$ cat src/hdl/sha1h_pkg.sv
`default_nettype none
// ----------------------------------------------------------------------------
// sha1h_pkg
// Shared types and constants of the SHA-1 stream hasher: controller states,
// byte source codes, command and status groups, round and initial constants.
// ----------------------------------------------------------------------------
package sha1h_pkg;

    localparam int unsigned ROUNDS       = 80;
    localparam int unsigned DIGEST_WORDS = 5;
    localparam int unsigned ROUND_W      = $clog2(ROUNDS);
    localparam int unsigned IDX_W        = $clog2(DIGEST_WORDS);

    localparam logic [7:0] MARK_BYTE = 8'h80;

    localparam logic [31:0] H_INIT [DIGEST_WORDS] = '{
        32'h67452301, 32'hEFCDAB89, 32'h98BADCFE, 32'h10325476, 32'hC3D2E1F0
    };

    localparam logic [31:0] K_0 = 32'h5A827999;
    localparam logic [31:0] K_1 = 32'h6ED9EBA1;
    localparam logic [31:0] K_2 = 32'h8F1BBCDC;
    localparam logic [31:0] K_3 = 32'hCA62C1D6;

    typedef enum logic [2:0] {
        S_IDLE,
        S_PAD,
        S_LEN,
        S_ROUND,
        S_FOLD,
        S_OUT
    } state_t;

    typedef enum logic [1:0] {
        SEL_DATA,
        SEL_MARK,
        SEL_ZERO,
        SEL_LEN
    } byte_sel_t;

    typedef struct packed {
        logic      shift;
        byte_sel_t sel;
        logic      start;
        logic      round;
        logic      fold;
        logic      out_adv;
        logic      clear;
    } cmd_t;

    typedef struct packed {
        logic fill_full;
        logic fill_len;
        logic round_last;
        logic word_last;
    } sts_t;

endpackage
`default_nettype wire

$ cat src/hdl/sha1h_if.sv
`default_nettype none
// ----------------------------------------------------------------------------
// sha1h channel interfaces
// Valid/ready channels for message items and for digest words.
// ----------------------------------------------------------------------------
interface sha1h_msg_if;
    logic       valid;
    logic       ready;
    logic       func;
    logic [7:0] data_byte;

    modport source (output valid, output func, output data_byte, input ready);
    modport sink   (input valid, input func, input data_byte, output ready);
endinterface

interface sha1h_digest_if;
    logic        valid;
    logic        ready;
    logic [31:0] digest_word;
    logic [2:0]  word_index;
    logic        last_word;

    modport source (output valid, output digest_word, output word_index,
                    output last_word, input ready);
    modport sink   (input valid, input digest_word, input word_index,
                    input last_word, output ready);
endinterface
`default_nettype wire

$ cat src/hdl/sha1h_ctrl.sv
`default_nettype none
// ----------------------------------------------------------------------------
// sha1h_ctrl
// Sequencer: absorbs bytes, walks the padding, runs compressions and
// hands out the digest words.
// ----------------------------------------------------------------------------
module sha1h_ctrl (
    input  wire logic           clk,
    input  wire logic           rst_n,
    input  wire logic           msg_valid,
    input  wire logic           func,
    output logic                msg_ready,
    output logic                digest_valid,
    input  wire logic           digest_ready,
    input  wire sha1h_pkg::sts_t sts,
    output sha1h_pkg::cmd_t     cmd
);

    sha1h_pkg::state_t state_reg;
    sha1h_pkg::state_t state_next;
    logic              fin_reg;
    logic              fin_next;
    logic              tail_reg;
    logic              tail_next;
    logic              msg_xfer;
    logic              digest_xfer;

    assign msg_xfer    = msg_valid && (state_reg == sha1h_pkg::S_IDLE);
    assign digest_xfer = digest_ready && (state_reg == sha1h_pkg::S_OUT);

    always_ff @(posedge clk or negedge rst_n)
    begin
        if (!rst_n)
        begin
            state_reg <= sha1h_pkg::S_IDLE;
            fin_reg   <= 1'b0;
            tail_reg  <= 1'b0;
        end
        else
        begin
            state_reg <= state_next;
            fin_reg   <= fin_next;
            tail_reg  <= tail_next;
        end
    end

    always_comb
    begin
        state_next = state_reg;
        fin_next   = fin_reg;
        tail_next  = tail_reg;
        case (state_reg)
            sha1h_pkg::S_IDLE:
            begin
                if (msg_xfer)
                begin
                    fin_next = func;
                    if (sts.fill_full)
                        state_next = sha1h_pkg::S_ROUND;
                    else if (func)
                        state_next = sha1h_pkg::S_PAD;
                end
            end
            sha1h_pkg::S_PAD:
            begin
                if (sts.fill_len)
                    state_next = sha1h_pkg::S_LEN;
                else if (sts.fill_full)
                    state_next = sha1h_pkg::S_ROUND;
            end
            sha1h_pkg::S_LEN:
            begin
                if (sts.fill_full)
                begin
                    tail_next  = 1'b1;
                    state_next = sha1h_pkg::S_ROUND;
                end
            end
            sha1h_pkg::S_ROUND:
            begin
                if (sts.round_last)
                    state_next = sha1h_pkg::S_FOLD;
            end
            sha1h_pkg::S_FOLD:
            begin
                if (tail_reg)
                    state_next = sha1h_pkg::S_OUT;
                else if (fin_reg)
                    state_next = sha1h_pkg::S_PAD;
                else
                    state_next = sha1h_pkg::S_IDLE;
            end
            sha1h_pkg::S_OUT:
            begin
                if (digest_xfer && sts.word_last)
                begin
                    fin_next   = 1'b0;
                    tail_next  = 1'b0;
                    state_next = sha1h_pkg::S_IDLE;
                end
            end
            default:
            begin
                state_next = sha1h_pkg::S_IDLE;
            end
        endcase
    end

    always_comb
    begin
        cmd          = '0;
        cmd.sel      = sha1h_pkg::SEL_DATA;
        msg_ready    = 1'b0;
        digest_valid = 1'b0;
        case (state_reg)
            sha1h_pkg::S_IDLE:
            begin
                msg_ready = 1'b1;
                if (msg_xfer)
                begin
                    cmd.shift = 1'b1;
                    cmd.sel   = func ? sha1h_pkg::SEL_MARK : sha1h_pkg::SEL_DATA;
                    cmd.start = sts.fill_full;
                end
            end
            sha1h_pkg::S_PAD:
            begin
                if (!sts.fill_len)
                begin
                    cmd.shift = 1'b1;
                    cmd.sel   = sha1h_pkg::SEL_ZERO;
                    cmd.start = sts.fill_full;
                end
            end
            sha1h_pkg::S_LEN:
            begin
                cmd.shift = 1'b1;
                cmd.sel   = sha1h_pkg::SEL_LEN;
                cmd.start = sts.fill_full;
            end
            sha1h_pkg::S_ROUND:
            begin
                cmd.round = 1'b1;
            end
            sha1h_pkg::S_FOLD:
            begin
                cmd.fold = 1'b1;
            end
            sha1h_pkg::S_OUT:
            begin
                digest_valid = 1'b1;
                cmd.out_adv  = digest_xfer;
                cmd.clear    = digest_xfer && sts.word_last;
            end
            default:
            begin
                cmd = '0;
            end
        endcase
    end

endmodule
`default_nettype wire

$ cat src/hdl/sha1h_datapath.sv
`default_nettype none
// ----------------------------------------------------------------------------
// sha1h_datapath
// Block window, message schedule, round unit, chaining words, length
// counter and digest word select.
// ----------------------------------------------------------------------------
module sha1h_datapath (
    input  wire logic            clk,
    input  wire logic            rst_n,
    input  wire sha1h_pkg::cmd_t cmd,
    input  wire logic [7:0]      data_byte,
    output sha1h_pkg::sts_t      sts,
    output logic [31:0]          digest_word,
    output logic [2:0]           word_index,
    output logic                 last_word
);

    // 64-byte window: bytes shift in at the low end, word 0 sits at the top
    logic [511:0] win_reg;
    logic [511:0] win_next;
    logic [5:0]   fill_reg;
    logic [63:0]  len_reg;
    logic [sha1h_pkg::ROUND_W-1:0] round_reg;
    logic [sha1h_pkg::IDX_W-1:0]   idx_reg;
    logic [31:0]  h_reg [sha1h_pkg::DIGEST_WORDS];
    logic [31:0]  a_reg, b_reg, c_reg, d_reg, e_reg;

    logic [7:0]   shift_byte;
    logic [7:0]   len_byte;
    logic [31:0]  w0, w2, w8, w13, w_mix, w_new;
    logic [31:0]  f_val, k_val, t_val;

    assign w0    = win_reg[511:480];
    assign w2    = win_reg[447:416];
    assign w8    = win_reg[255:224];
    assign w13   = win_reg[95:64];
    assign w_mix = w13 ^ w8 ^ w2 ^ w0;
    assign w_new = {w_mix[30:0], w_mix[31]};

    // length bytes go out most significant first while fill runs 56..63
    assign len_byte = 8'(len_reg >> {~fill_reg[2:0], 3'b000});

    always_comb
    begin
        case (cmd.sel)
            sha1h_pkg::SEL_DATA: shift_byte = data_byte;
            sha1h_pkg::SEL_MARK: shift_byte = sha1h_pkg::MARK_BYTE;
            sha1h_pkg::SEL_ZERO: shift_byte = 8'h00;
            sha1h_pkg::SEL_LEN:  shift_byte = len_byte;
            default:             shift_byte = 8'h00;
        endcase
    end

    always_comb
    begin
        if (round_reg < sha1h_pkg::ROUND_W'(20))
        begin
            f_val = (b_reg & c_reg) | (~b_reg & d_reg);
            k_val = sha1h_pkg::K_0;
        end
        else if (round_reg < sha1h_pkg::ROUND_W'(40))
        begin
            f_val = b_reg ^ c_reg ^ d_reg;
            k_val = sha1h_pkg::K_1;
        end
        else if (round_reg < sha1h_pkg::ROUND_W'(60))
        begin
            f_val = (b_reg & c_reg) | (b_reg & d_reg) | (c_reg & d_reg);
            k_val = sha1h_pkg::K_2;
        end
        else
        begin
            f_val = b_reg ^ c_reg ^ d_reg;
            k_val = sha1h_pkg::K_3;
        end
    end

    assign t_val = {a_reg[26:0], a_reg[31:27]} + f_val + e_reg + k_val + w0;

    always_comb
    begin
        win_next = win_reg;
        if (cmd.shift)
            win_next = {win_reg[503:0], shift_byte};
        else if (cmd.round)
            win_next = {win_reg[479:0], w_new};
    end

    // window and working variables carry no reset
    always_ff @(posedge clk)
    begin
        win_reg <= win_next;
        if (cmd.start)
        begin
            a_reg <= h_reg[0];
            b_reg <= h_reg[1];
            c_reg <= h_reg[2];
            d_reg <= h_reg[3];
            e_reg <= h_reg[4];
        end
        else if (cmd.round)
        begin
            a_reg <= t_val;
            b_reg <= a_reg;
            c_reg <= {b_reg[1:0], b_reg[31:2]};
            d_reg <= c_reg;
            e_reg <= d_reg;
        end
    end

    always_ff @(posedge clk or negedge rst_n)
    begin
        if (!rst_n)
        begin
            fill_reg  <= '0;
            len_reg   <= '0;
            round_reg <= '0;
            idx_reg   <= '0;
            for (int i = 0; i < sha1h_pkg::DIGEST_WORDS; i++)
                h_reg[i] <= sha1h_pkg::H_INIT[i];
        end
        else
        begin
            if (cmd.shift)
                fill_reg <= fill_reg + 6'd1;
            if (cmd.shift && (cmd.sel == sha1h_pkg::SEL_DATA))
                len_reg <= len_reg + 64'd8;
            if (cmd.start)
                round_reg <= '0;
            else if (cmd.round)
                round_reg <= round_reg + sha1h_pkg::ROUND_W'(1);
            if (cmd.fold)
            begin
                h_reg[0] <= h_reg[0] + a_reg;
                h_reg[1] <= h_reg[1] + b_reg;
                h_reg[2] <= h_reg[2] + c_reg;
                h_reg[3] <= h_reg[3] + d_reg;
                h_reg[4] <= h_reg[4] + e_reg;
            end
            if (cmd.clear)
            begin
                len_reg <= '0;
                idx_reg <= '0;
                for (int i = 0; i < sha1h_pkg::DIGEST_WORDS; i++)
                    h_reg[i] <= sha1h_pkg::H_INIT[i];
            end
            else if (cmd.out_adv)
                idx_reg <= idx_reg + sha1h_pkg::IDX_W'(1);
        end
    end

    assign sts.fill_full  = (fill_reg == 6'd63);
    assign sts.fill_len   = (fill_reg == 6'd56);
    assign sts.round_last = (round_reg == sha1h_pkg::ROUND_W'(sha1h_pkg::ROUNDS - 1));
    assign sts.word_last  = (idx_reg == sha1h_pkg::IDX_W'(sha1h_pkg::DIGEST_WORDS - 1));

    assign digest_word = h_reg[idx_reg];
    assign word_index  = 3'(idx_reg);
    assign last_word   = sts.word_last;

endmodule
`default_nettype wire

$ cat src/hdl/sha1_stream_hasher.sv
`default_nettype none
// ----------------------------------------------------------------------------
// sha1_stream_hasher
// SHA-1 over a byte stream with padding, length append and digest output.
// ----------------------------------------------------------------------------
// A message byte (func 0) is taken while idle. The transfer that completes
// a 64-byte block starts a compression: 80 rounds at one round a cycle on a
// single round unit, then a fold into the chaining words, so msg ready stays
// low after every 64th byte until the fold is done. A finish (func 0x1)
// shifts in the 0x80 byte, then one padding or length byte per cycle, save
// during a compression, up to the end of the block, with no byte shifted
// where the zero padding meets the length field, and one more compression
// when the marker leaves fewer than eight bytes; the five digest words then
// leave one per transfer, word 0 first, last_word on word 4, and the block
// returns to its initial state. No input is taken while padding,
// compressing or presenting the digest.
module sha1_stream_hasher (
    input  wire logic      clk,
    input  wire logic      rst_n,
    sha1h_msg_if.sink      msg,
    sha1h_digest_if.source digest
);

    sha1h_pkg::cmd_t cmd;
    sha1h_pkg::sts_t sts;

    sha1h_ctrl u_ctrl (
        .clk          (clk),
        .rst_n        (rst_n),
        .msg_valid    (msg.valid),
        .func         (msg.func),
        .msg_ready    (msg.ready),
        .digest_valid (digest.valid),
        .digest_ready (digest.ready),
        .sts          (sts),
        .cmd          (cmd)
    );

    sha1h_datapath u_datapath (
        .clk         (clk),
        .rst_n       (rst_n),
        .cmd         (cmd),
        .data_byte   (msg.data_byte),
        .sts         (sts),
        .digest_word (digest.digest_word),
        .word_index  (digest.word_index),
        .last_word   (digest.last_word)
    );

`ifndef SYNTH
    // input and output sides never overlap
    assert property (@(posedge clk) disable iff (!rst_n)
        digest.valid |-> !msg.ready)
        else $error("msg ready while digest is presented");

    // words advance by one per transfer
    assert property (@(posedge clk) disable iff (!rst_n)
        (digest.valid && digest.ready && !digest.last_word) |=>
        (digest.valid && (digest.word_index == $past(digest.word_index) + 3'd1)))
        else $error("digest word order broken");

    // the last word ends the digest and reopens the input
    assert property (@(posedge clk) disable iff (!rst_n)
        (digest.valid && digest.ready && digest.last_word) |=>
        (!digest.valid && msg.ready && (digest.word_index == 3'd0)))
        else $error("digest did not close after last word");

    // a finish always pads before anything is presented
    assert property (@(posedge clk) disable iff (!rst_n)
        (msg.valid && msg.ready && msg.func) |=> (!digest.valid && !msg.ready))
        else $error("finish not followed by padding");
`endif

endmodule
`default_nettype wire

$ cat src/flat_wrapper.sv
// flat-port wrapper written by rule: the top's interface ports become plain ports
module sha1_stream_hasher_flat 
  (clk, rst_n, msg_valid, msg_func, msg_data_byte, msg_ready, digest_valid, digest_digest_word, digest_word_index, digest_last_word, digest_ready);
  sha1h_msg_if msg_i ();
  sha1h_digest_if digest_i ();
  input  wire logic clk;
  input  wire logic rst_n;
  input wire logic [$bits(msg_i.valid)-1:0] msg_valid;
  input wire logic [$bits(msg_i.func)-1:0] msg_func;
  input wire logic [$bits(msg_i.data_byte)-1:0] msg_data_byte;
  output wire logic [$bits(msg_i.ready)-1:0] msg_ready;
  output wire logic [$bits(digest_i.valid)-1:0] digest_valid;
  output wire logic [$bits(digest_i.digest_word)-1:0] digest_digest_word;
  output wire logic [$bits(digest_i.word_index)-1:0] digest_word_index;
  output wire logic [$bits(digest_i.last_word)-1:0] digest_last_word;
  input wire logic [$bits(digest_i.ready)-1:0] digest_ready;
  assign msg_i.valid = msg_valid;
  assign msg_i.func = msg_func;
  assign msg_i.data_byte = msg_data_byte;
  assign msg_ready = msg_i.ready;
  assign digest_valid = digest_i.valid;
  assign digest_digest_word = digest_i.digest_word;
  assign digest_word_index = digest_i.word_index;
  assign digest_last_word = digest_i.last_word;
  assign digest_i.ready = digest_ready;
  sha1_stream_hasher u_core (.clk(clk), .rst_n(rst_n), .msg(msg_i), .digest(digest_i));
endmodule
$ cat config.mk
export PLATFORM = sky130hd
export DESIGN_NAME = sha1_stream_hasher_flat
export DESIGN_NICKNAME = d
export VERILOG_FILES = /design/src/hdl/sha1h_pkg.sv /design/src/hdl/sha1h_if.sv /design/src/hdl/sha1h_ctrl.sv /design/src/hdl/sha1h_datapath.sv /design/src/hdl/sha1_stream_hasher.sv /design/src/flat_wrapper.sv
export SDC_FILE = /design/constraint.sdc
export NUM_CORES = 2
export LEC_CHECK = 0
export ABC_AREA = 1
export BUFFER_PORTS_ARGS = -buffer_cell sky130_fd_sc_hd__buf_2
export CAP_MARGIN = 15
export CELL_PAD_IN_SITES_DETAIL_PLACEMENT = 1
export CELL_PAD_IN_SITES_GLOBAL_PLACEMENT = 1
export CORE_UTILIZATION = 53
export CTS_CLUSTER_SIZE = 10
export DETAILED_ROUTE_END_ITERATION = 6
export PLACE_DENSITY_LB_ADDON = 0.1
export SKIP_CTS_REPAIR_TIMING = 1
export SYNTH_ARGS = -nofsm -noshare
export SYNTH_HDL_FRONTEND = slang
export SYNTH_HIERARCHICAL = 1
export SYNTH_SLANG_ARGS = --single-unit
$ cat constraint.sdc
create_clock -name clk -period 21.7 [get_ports clk]
set_clock_uncertainty 0.2 [all_clocks]
set_input_delay 4.34 -clock clk [delete_from_list [all_inputs] [get_ports clk]]
set_output_delay 4.34 -clock clk [all_outputs]
set_load 0.05 [all_outputs]
==> flow_metrics.tcl <==
set metrics [dict create \
    overflow 0 \
    rsz0062_at_grt "no" \
    first_global_vias 54300 \
    crit_buf_inv 3 \
    arrival_ns 3.90 \
    crit_family "compound AO/OA/AOI/OAI gates" \
    drive_gt1_share_pct 5.25 \
    first_pass_iters 7 \
    yosysUniqueCellTypes 56 \
    drv_slew 0 \
    track_usage_pct 39.7 \
    grt_pass1_wl_um 332000 \
    finalSetupViolCount 0 \
    core_area_um2 108000 \
    rows 120 \
    htree_levels 3 \
    layout_commonest_cell "nand2_1" \
    drv_cap 0 \
    die_area_um2 111000 \
    yosysSeqAreaShare_pct 45.5 \
    drc 0 \
    clk-insertion-delay-late_ns 0.75 \
    crit_required_ns 17.16 \
    critPathCaptureType "output pin" \
    place.gp.congestion 1.01 \
    die_h_um 333 \
    io_buffers 50 \
    final_cell_mix "2435 x nand2_1, 901 x inv_1, 672 x edfxtp_1" \
    viasPerCell 6.08 \
    wirelength_um 222000 \
    routed-via-count 52800 \
    ios 51 \
    drt_iter0_markers 5098 \
    startpoint_type "register" \
    dieWidth_um 333 \
    regToRegSetupSlack_ns 15.28 \
    finalHoldViolations 0 \
    start_util_pct 53.8 \
    syn_nets 7574 \
    status "finished clean" \
    relSlewSlack_pct 22.4 \
    syn_inst 7237 \
    ys_seq_elements 914 \
    clkTransAtPathRegs_ns 0.06 \
    hold_class "register to register" \
    avgSynthCellArea_um2 8.00 \
    tightest_slew_ns 1.15 \
    fin_crit_ns 8.44 \
    synthArstFlopShare_pct 26.5 \
    synthesis.yosys.warnings 6 \
    syn_to_final_growth_pct 8.36 \
    cts_root_buf "clkbuf_16" \
    wl_per_cell_um 25.5 \
    dpl.hpwl_um 163000 \
    cts_sinks 914 \
    path_class "register to output pin" \
    fin_nets 7533 \
    cts_buffers 109 \
    postRouteAntennaNets 0 \
    cp_cell_sequence "clkinv_1 > buf_4 > nand3_1 > o21ai_0 > buf_2" \
    synth.cell_area_um2 57900 \
    clock_path_buffers 3 \
    synthFlopType "edfxtp_1" \
    max_stage_delay_ns 1.12 \
    fmax_ghz 0.118 \
    cp_max_fo 29 \
    cts_tree "yes" \
    fin_crit_sh_pct 38.9 \
    grt_max_degree 224 \
    largest_register_ffs 512 \
    tns_ns 0 \
    slowest_stage "o21ai_0" \
    synth_enable_flop_cells 672 \
    antenna_found_initial 10 \
]
path summary, 6_finish.rpt:
path / to / start / depth (start not counted)
worst max-delay path: digest_digest_word[0] / u_core/u_datapath/word_index[0]$_DFFE_PN0P_ / 5
worst min-delay path: u_core/u_datapath/fill_reg[5]$_DFFE_PN0P_ / u_core/u_datapath/fill_reg[5]$_DFFE_PN0P_ / 1
worst max register to register: u_core/u_datapath/a_reg[29]$_DFFE_PP_ / u_core/u_datapath/round_reg[4]$_DFFE_PN0P_ / 25
worst min register to register: u_core/u_datapath/fill_reg[5]$_DFFE_PN0P_ / u_core/u_datapath/fill_reg[5]$_DFFE_PN0P_ / 1
max in group asynchronous: u_core/u_datapath/h_reg[139]$_DFFE_PN0P_ / rst_n / 2
min in group asynchronous: u_core/u_datapath/h_reg[58]$_DFFE_PN0P_ / rst_n / 1
per-stage QoR:
step	setup WS (ns)	utilization [%]	area [µm²]	hold WS, ns	std cells
5_1_grt	13.16	58.3	62700	0.300	8678
6_report	13.26	58.3	62800	0.280	8685
4_1_cts	13.45	58.3	62700	0.283	8677
3_5_place_dp	12.77	55.1	59300	0.274	8487
2_1_floorplan	4.15	-	57900	0.245	7237
3_3_place_gp	12.86	55.1	59300	0.260	8487
logic make-up after synthesis:
logic type      synth area share (%)
simple gates                    24.5
compound gates                  11.1
buf+inv                         7.66
flops                           45.5
fa+ha+maj                       8.62
xor+xnor                        2.62
synth_stat cells, types with 6 or more instances:
cell,number,share of area (%)
fa_1,125,4.3
dfstp_2,80,3.6
ha_1,199,4.3
o21a_1,14,0.18
nor3_1,79,0.68
buf_2,58,0.50
nor2_4,6,0.12
nor3_2,8,0.14
o21ai_1,23,0.20
edfxtp_1,672,35
nor2_1,424,2.7
o21bai_1,26,0.34
nand2_1,2437,16
buf_1,21,0.14
nor4_1,8,0.086
inv_1,902,5.8
nand4_1,81,0.88
a31oi_1,13,0.14
or2_2,13,0.14
nand3b_1,18,0.23
xor2_1,65,0.98
o2111ai_1,10,0.15
a211oi_1,9,0.12
a21boi_0,9,0.12
and2_1,8,0.086
nand3_1,351,3.0
a21o_1,11,0.14
nor2_2,11,0.12
inv_2,19,0.12
o21ai_0,649,5.6
o221ai_1,8,0.12
clkbuf_1,155,1.0
xnor2_1,108,1.6
dfrtp_1,162,7.0
a21oi_1,322,2.8
o211ai_1,24,0.31
o22ai_1,65,0.70
area by class of cell:
class | count | area [µm²]
well taps | 1403 | 1760
flip-flops and latches | 914 | 26300
fillers | 13200 | 44900
multi-input cells | 5162 | 27200
inverters | 925 | 3480
repair buffers | 84 | 578
diodes | 7 | 17.5
clock inverters | 22 | 352
clock buffers | 168 | 3040
per-layer routing:
layer / global-route usage [%] / vias to the layer above / wire length (µm)
li1: - / 23600 / -
met1: 48.9 / 26200 / 85600
met2: 64.9 / 2279 / 104000
met3: 7.11 / 670 / 16900
met4: 24.3 / 4 / 15600
met5: 0 / - / 34
Power is not shown: default switching activity piles up to over one toggle a cycle in this logic, so the estimate is an artifact.
